**src/rtl/spbe_pkg.sv**
```systemverilog
// Shared types and constants for the spin precession block.
// No dependencies; imported by every rtl module of the block.
`timescale 1ns / 1ps
package spbe_pkg;

   localparam int DATA_WIDTH_DEF = 32;
   localparam int SPIN_W         = 32;
   localparam int MUL_W          = 33;
   localparam int PROD_W         = 2 * MUL_W;
   localparam int DEN_W          = 45;
   localparam int NUM_W          = 64;

   localparam logic [31:0] GAIN_RESET = 32'd12006195;
   localparam logic        NORM_RESET = 1'b1;

   typedef enum logic [0:0] {
      CSR_GAIN = 1'b0,
      CSR_NORM = 1'b1
   } csr_index_type;

   // multiply micro-ops
   typedef enum logic [2:0] {
      MOP_NONE,
      MOP_B,
      MOP_Q,
      MOP_D,
      MOP_NP,
      MOP_NM,
      MOP_NDB,
      MOP_SQ
   } mop_type;

   typedef enum logic [3:0] {
      ST_IDLE,
      ST_PREC,
      ST_PFLUSH,
      ST_DIV_GO,
      ST_DIV_WAIT,
      ST_SQ,
      ST_SFLUSH,
      ST_SQRT_GO,
      ST_SQRT_WAIT,
      ST_DONE
   } state_type;

   typedef struct packed {
      logic       load;
      mop_type    mop;
      logic [1:0] idx;
      logic       src_r;
      logic       sqrt_start;
      logic       div_start;
      logic       div_unit;
      logic       div_store;
      logic       set_zero;
      logic       publish;
   } cmd_type;

   typedef struct packed {
      logic norm;
      logic div_done;
      logic sqrt_done;
      logic mag_zero;
      logic out_busy;
   } status_type;

endpackage

```
**src/rtl/spbe_ctrl.sv**
```systemverilog
// Sequencer: issues multiply micro-ops, starts divides and the square root.
// Depends on spbe_pkg.
`timescale 1ns / 1ps
module spbe_ctrl (
   input  logic                 clock,
   input  logic                 reset,
   input  logic                 req_valid,
   input  logic                 req_mode,
   output logic                 req_ready,
   input  spbe_pkg::status_type status,
   output spbe_pkg::cmd_type    cmd
);
   import spbe_pkg::*;

   localparam logic [4:0] PREC_LAST = 5'd17;

   typedef struct packed {
      mop_type    mop;
      logic [1:0] idx;
   } uop_type;

   // precession step: b, |b|^2, b.s, cross terms, then the (b.s)b term
   function automatic uop_type prec_uop(input logic [4:0] step);
      uop_type u;
      case (step)
         5'd0:    u = '{MOP_B,   2'd0};
         5'd1:    u = '{MOP_B,   2'd1};
         5'd2:    u = '{MOP_B,   2'd2};
         5'd3:    u = '{MOP_Q,   2'd0};
         5'd4:    u = '{MOP_Q,   2'd1};
         5'd5:    u = '{MOP_Q,   2'd2};
         5'd6:    u = '{MOP_D,   2'd0};
         5'd7:    u = '{MOP_D,   2'd1};
         5'd8:    u = '{MOP_D,   2'd2};
         5'd9:    u = '{MOP_NP,  2'd0};
         5'd10:   u = '{MOP_NM,  2'd0};
         5'd11:   u = '{MOP_NP,  2'd1};
         5'd12:   u = '{MOP_NM,  2'd1};
         5'd13:   u = '{MOP_NP,  2'd2};
         5'd14:   u = '{MOP_NM,  2'd2};
         5'd15:   u = '{MOP_NDB, 2'd0};
         5'd16:   u = '{MOP_NDB, 2'd1};
         5'd17:   u = '{MOP_NDB, 2'd2};
         default: u = '{MOP_NONE, 2'd0};
      endcase
      return u;
   endfunction

   state_type  state_ff, state_in;
   logic [4:0] step_ff, step_in;
   logic [1:0] idx_ff, idx_in;
   logic       unit_ff, unit_in;
   logic       src_r_ff, src_r_in;
   uop_type    uop;

   always_ff @(posedge clock) begin
      if (reset) begin
         state_ff <= ST_IDLE;
         step_ff  <= '0;
         idx_ff   <= '0;
         unit_ff  <= 1'b0;
         src_r_ff <= 1'b0;
      end else begin
         state_ff <= state_in;
         step_ff  <= step_in;
         idx_ff   <= idx_in;
         unit_ff  <= unit_in;
         src_r_ff <= src_r_in;
      end
   end

   always_comb begin
      state_in  = state_ff;
      step_in   = step_ff;
      idx_in    = idx_ff;
      unit_in   = unit_ff;
      src_r_in  = src_r_ff;
      req_ready = 1'b0;
      cmd       = '0;
      cmd.mop   = MOP_NONE;
      cmd.idx   = idx_ff;
      cmd.src_r = src_r_ff;
      cmd.div_unit = unit_ff;
      uop       = prec_uop(step_ff);
      case (state_ff)
         ST_IDLE: begin
            req_ready = 1'b1;
            if (req_valid) begin
               cmd.load = 1'b1;
               step_in  = '0;
               idx_in   = '0;
               src_r_in = 1'b0;
               state_in = req_mode ? ST_PREC : ST_SQ;
            end
         end
         ST_PREC: begin
            cmd.mop = uop.mop;
            cmd.idx = uop.idx;
            if (step_ff == PREC_LAST)
               state_in = ST_PFLUSH;
            else
               step_in = step_ff + 5'd1;
         end
         ST_PFLUSH: begin
            idx_in   = '0;
            unit_in  = 1'b0;
            state_in = ST_DIV_GO;
         end
         ST_DIV_GO: begin
            cmd.div_start = 1'b1;
            state_in      = ST_DIV_WAIT;
         end
         ST_DIV_WAIT: begin
            if (status.div_done) begin
               cmd.div_store = 1'b1;
               if (idx_ff == 2'd2) begin
                  if (!unit_ff && status.norm) begin
                     idx_in   = '0;
                     src_r_in = 1'b1;
                     state_in = ST_SQ;
                  end else begin
                     state_in = ST_DONE;
                  end
               end else begin
                  idx_in   = idx_ff + 2'd1;
                  state_in = ST_DIV_GO;
               end
            end
         end
         ST_SQ: begin
            cmd.mop = MOP_SQ;
            if (idx_ff == 2'd2)
               state_in = ST_SFLUSH;
            else
               idx_in = idx_ff + 2'd1;
         end
         ST_SFLUSH: begin
            state_in = ST_SQRT_GO;
         end
         ST_SQRT_GO: begin
            cmd.sqrt_start = 1'b1;
            state_in       = ST_SQRT_WAIT;
         end
         ST_SQRT_WAIT: begin
            if (status.sqrt_done) begin
               if (status.mag_zero) begin
                  cmd.set_zero = 1'b1;
                  state_in     = ST_DONE;
               end else begin
                  idx_in   = '0;
                  unit_in  = 1'b1;
                  state_in = ST_DIV_GO;
               end
            end
         end
         ST_DONE: begin
            if (!status.out_busy) begin
               cmd.publish = 1'b1;
               state_in    = ST_IDLE;
            end
         end
         default: begin
            state_in = ST_IDLE;
         end
      endcase
   end

   // a divide result arriving outside the wait state would be dropped
   a_div_done_waited: assert property (@(posedge clock) disable iff (reset)
      status.div_done |-> state_ff == ST_DIV_WAIT)
      else $error("divide finished while sequencer not waiting");

   a_sqrt_done_waited: assert property (@(posedge clock) disable iff (reset)
      status.sqrt_done |-> state_ff == ST_SQRT_WAIT)
      else $error("square root finished while sequencer not waiting");

   a_div_not_instant: assert property (@(posedge clock) disable iff (reset)
      cmd.div_start |=> !status.div_done)
      else $error("divider reported done right after start");

endmodule

```
**config.mk**
```make
export PLATFORM = sky130hd
export DESIGN_NAME = spbe_ctrl
export DESIGN_NICKNAME = d
export VERILOG_FILES = /design/src/rtl/spbe_pkg.sv /design/src/rtl/spbe_ctrl.sv
export SDC_FILE = /design/constraint.sdc
export NUM_CORES = 1
export LEC_CHECK = 0
export ABC_CLOCK_PERIOD_IN_PS = 2500
export BUFFER_PORTS_ARGS = -buffer_cell sky130_fd_sc_hd__buf_2
export CAP_MARGIN = 20
export CORE_ASPECT_RATIO = 0.6
export CORE_MARGIN = 5
export CORE_UTILIZATION = 35
export CTS_CLUSTER_DIAMETER = 50
export DETAILED_ROUTE_END_ITERATION = 16
export GPL_TIMING_DRIVEN = 0
export PLACE_DENSITY = 0.56
export SLEW_MARGIN = 25
export SYNTH_ARGS = -nofsm -noshare
export SYNTH_HDL_FRONTEND = slang
export SYNTH_SLANG_ARGS = --single-unit
```
**constraint.sdc**
```tcl
create_clock -name clock -period 2.5 [get_ports clock]
set_input_delay 0.5 -clock clock [delete_from_list [all_inputs] [get_ports clock]]
set_output_delay 0.5 -clock clock [all_outputs]
set_load 0.1 [all_outputs]
```
; After elaboration in Yosys (flattened, before gate mapping)
; Memories as Yosys holds them, arrays and structs flattened. A register that Yosys moved wholly into a read port is not among the register bits.
; Index checks and enable logic that the tools add are counted.
[totals]
reg_bits = 13
rom_bits = 160
in_bits = 9
out_inout_bits = 14
elab_cells = 89
n_memories = 1
[memory_table]
columns = memory, depth, word_bits, read_ports, rd_ports_with_merged_regs, wr, line_no
row1 = (name not given), 32, 5, 1, 1, 0, spbe_ctrl.sv:25  ; case (step)
[op_classes]
add_sub_neg = 2
eq_ne = 23
mux = 46
n_reduce_logical = 12
[ops]
columns = cell, count
row1 = $pmux W4 S10, 1
row2 = $mux W4, 9
row3 = $ne A2 B2 Y1 const B, 11
row4 = $mux W5, 4
row5 = $mux W1, 18
row6 = $eq A4 B3 Y1 const B, 4
row7 = $mux W2, 8
row8 = $pmux W2 S5, 1
row9 = $pmux W5 S2, 1
row10 = $eq A4 B2 Y1 const B, 2
row11 = $eq A4 B4 Y1 const B, 2
row12 = $reduce_and A7 Y1, 1
row13 = $pmux W3 S2, 1
row14 = $reduce_and A3 Y1, 2
row15 = $reduce_and A6 Y1, 1
row16 = $reduce_bool A2 Y1, 3
row17 = $add A5 B1 Y5 const B, 1
row18 = $eq A5 B5 Y1 const B, 1
row19 = $reduce_and A5 Y1, 1
row20 = $reduce_bool A5 Y1, 1
row21 = $eq A4 B1 Y1 const B, 1
row22 = $logic_not A4 Y1, 1
row23 = $pmux W1 S2, 2
row24 = $mux W3, 1
row25 = 5 further kinds, 5

; Longest topological paths before layout
[logic_depth]
depth_word = 6
depth_mapped = 11

; Worst setup path before layout
; Ideal clock, no wire load.
[synth_path]
kind = register to register
from = reg state_ff[2]
to = reg uop[1] (netlist name)
setup_time_ns = 0.069
arrival_time_ns = 5.584
required_ns = 2.431
slack_ns = -3.153
stages_incl_launch_ff = 10
path_buffers = 0
synth_period_minus_slack_ns = 5.653
path_cell_list = dfxtp_1 > nor4_1 > a22oi_1 > xor2_1 > nor2_1 > inv_1 > ha_1 > mux2i_1 > mux2_2 > o21ai_1
[synth_between]
elab_chain_len = 5
elab_cells_between_ends = 9
[synth_rtl]
columns = element, line_no
row1 = start: declaration, spbe_ctrl.sv:49  ; state_type state_ff, state_in;
row2 = start signal: assignment, spbe_ctrl.sv:64  ; state_ff <= state_in;
row3 = $eq A4 B1 Y1 or $logic_not A4 Y1 (tied branches), spbe_ctrl.sv:85  ; case (state_ff)
row4 = $ne A2 B2 Y1 (no source line) or $reduce_bool A2 Y1 (tied branches), n/a
row5 = $reduce_and A3 Y1 (no source line), n/a
row6 = $mux W5 (no source line) * (2 in a row), n/a
; Mark *: on every way between the ends. The rest lies on a longest branch, timed or not.
; A chain may end at the register's enable or synchronous reset.

==> run_results.csv <==
group,metric,value,unit
sta,min_period,2.39,ns
yosys,synthCells,177,
placed_design,place_area,1660,µm²
flow_run,max-cap-violations,0,
clocking,clk_latency,0.26,ns
global_routing,grt_pass1_vias,1233,
yosys,synth_common_cells,"nor2_1, dfxtp_1, inv_1, ha_1",
setup_path,reg2reg_slack,0.16,ns
hold_path,hp-class,"flip-flop to flip-flop",
floorplanning,start_util,37.4,%
yosys,synth_area,1420,µm²
clocking,clockBufferDepth,2,
global_routing,grt_pass1_wl,5.85,mm
hold_path,holdPathEnd,"src_r_ff",
detailed_routing,postRouteAntennaNets,0,
detailed_routing,wl_per_cell,14.9,µm
yosys,synth_area_leaders,"dfxtp_1, ha_1, nor2_1",
floorplanning,io_pins,23,
floorplanning,die_area,5460,µm²
clocking,clk_pin_slew_worst_paths,0.07,ns
power_and_ir_drop,p_leak,0.000732,µW
clocking,cts_made_buffers,3,
yosys,synth_most_common_cell,"nor2_1",
detailed_routing,dr.pass1.iters,4,
setup_path,r2r_end,"idx_ff[0]",
sta,fin_crit_sh,95.6,%
detailed_routing,routed_wl,3.71,mm
detailed_routing,vias,1337,
clocking,cts_tree,"built",
setup_path,worstRegToRegCells,7,
yosys,ys.warnings.count,0,
cells_and_area,layoutNonFillerInstCount,250,
sta,finalClockSkew,0.00631,ns
yosys,yosysTopAreaCell,"dfxtp_1",
yosys,ys_types,53,
global_routing,grt_max_degree,20,
setup_path,endpoint_kind,"output pin",
sta,rsz0062_at_grt,"false",
detailed_routing,drc,0,
sta,finalHoldViolCount,0,
run_status,outcome,"finished, final reports clean",
sta,worst_pin_slew,0.583,ns
sta,slew_violations,0,
setup_path,cp.required,2.00,ns
floorplanning,std_cell_rows,17,
yosys,synth-adder-area-share,9.72,%
setup_path,start_kind,"flip-flop",
yosys,avgSynthCellArea,8.00,µm²
yosys,synth_compound_area_share,22.4,%
yosys,async_flop_share,0,%
power_and_ir_drop,p_per_area,1190,nW/µm²
hold_path,hp-start,"src_r_ff",
floorplanning,core,3790,µm²
detailed_routing,via_per_inst,5.35,
yosys,synth_mux_area_share,5.74,%
global_routing,grt_usage,13.5,%
floorplanning,die_x,92.1,µm
hold_path,holdPathStages,2,
placed_design,dpl.cell_count,246,
yosys,synth_top_area_share,25.4,%
yosys,synth_simple_gate_area_share,27.5,%
setup_path,r2r_start,"state_ff[2]",
placed_design,dp_hpwl,2.93,mm
yosys,seq_area_frac_synth,25.4,%
cells_and_area,n_antenna_cell,0,
floorplanning,fp.dieH,59.3,µm
sta,fmax,418,MHz
power_and_ir_drop,finalPower,2090,µW
yosys,syn-num-nets,197,
yosys,synth_xor_area_share,1.24,%
clocking,cts_sinks,18,
yosys,ys_seq_elements,18,
global_routing,antenna_found_initial,0,
sta,setup_violations,0,
cells_and_area,drive_gt1_share,30.5,%
yosys,synth_top_family_by_area,"simple AND/OR/NAND/NOR gates",
sta,relSlewSlack,60.6,%
yosys,synth_edf_count,0,
yosys,ys.flop_type,"dfxtp_1",
clocking,postCtsHoldBufs,0,
cells_and_area,syn_to_final_growth,23.9,%
setup_path,critPathMaxFanout,10,
power_and_ir_drop,peakVddDrop,0.527,mV
placed_design,gp_congestion,0.893,
detailed_routing,drtIter0Drc,109,
placed_design,portBuffers,22,
global_routing,gr-total-overflow,0,
cells_and_area,design_area,1750,µm²
clocking,h-tree-depth,1,
cells_and_area,fin_nets,225,
setup_path,critPathArrivalTime,1.89,ns
clocking,cts_root_buf,"clkbuf_8",
setup_path,path_class,"flip-flop to output pin",
-- power by group --
group / switching [µW] / internal [µW]
logic: 1010 / 471
clock network: 102 / 107
registers: 60.8 / 338
total: 1180 / 916
-- worst max-delay path: stages, from the launching register on --
cell and delay [ns]:
dfxtp_1 0.33, buf_6 0.15, clkbuf_1 0.32, nor2b_1 0.29, nor3b_4 0.22, buf_4 0.31
-- worst max path at each step --
stage,end,start,depth (start not counted),slack (ns)
2_1_floorplan,uop[1],state_ff[1],10,-0.73
3_3_place_gp,uop[1],state_ff[3],9,-0.20
3_5_place_dp,uop[1],state_ff[3],9,-0.21
4_1_cts,cmd[10],state_ff[0],5,0.01
5_1_grt,cmd[4],state_ff[1],5,0.001
6_report,cmd[4],state_ff[1],5,0.11
-- cells in the final DEF, fill, tap and decap left out, types with 2 or more instances in the layout --
master	n
a211oi_1	2
inv_1	9
nand2_1	10
clkbuf_1	2
buf_2	19
and3_1	2
nor4_4	2
nor2_1	18
inv_2	4
nor2b_1	4
nand2b_1	3
a21oi_1	10
o21a_1	3
mux2i_1	7
nand3_1	2
o41ai_1	2
a21o_1	2
dfxtp_1	17
o21ai_0	3
nor2_2	3
clkbuf_8	3
and2_1	2
a31oi_1	3
ha_1	10
nor3_1	10
buf_4	11
o31a_1	2
o21ai_1	5
-- kinds of logic after synthesis --
kind of cell / after synthesis
and+or+nand+nor: 70
AOI/OAI and AO/OA: 44
buffers and inverters: 24
DFF: 18
adders and majority gates: 11
muxes: 8
xor gates and xnor gates: 2
-- timing repair --
item	in CTS	in global routing
resized for setup	7	5
cloned	0	0
buffers inserted	1	1
pin swaps	1	2
endpoints found under the setup margin	10	7
-- layout make-up --
| class | instances | area [µm²] |
|---|---|---|
| Multi-Input combinational cell | 135 | 1040 |
| Inverter | 13 | 48.8 |
| Sequential cell | 18 | 362 |
| Timing Repair Buffer | 24 | 140 |
| Tap cell | 47 | 58.8 |
| Fill cell | 366 | 2030 |
| Buffer | 10 | 61.3 |
| Clock buffer | 3 | 41.3 |
-- state kept, by name, summed over array words and instances, names as in the netlist --
name,cells
src_r_ff,1
step_ff,5
state_ff,4
unit_ff,1
idx_ff,2
uop,5
-- metal layers --
metal / global-route usage (%) / routed length [µm]
met1: 19.9 / 1870
met2: 18.2 / 1470
met3: 5.58 / 347
met4: 2.75 / 25
met5: 0 / 0
-- stage by stage --
step	setup WS (ns)	TNS (ns)	hold WS, ns	util [%]
2_1_floorplan	-0.726	-3.18	0.438	-
3_3_place_gp	-0.199	-0.460	0.460	43.8
3_5_place_dp	-0.207	-0.473	0.514	43.8
4_1_cts	0.0113	0	0.532	45.6
5_1_grt	0.00116	0	0.553	46.3
6_report	0.109	0	0.526	46.3
Note: power is estimated with default switching activity, not from simulation.
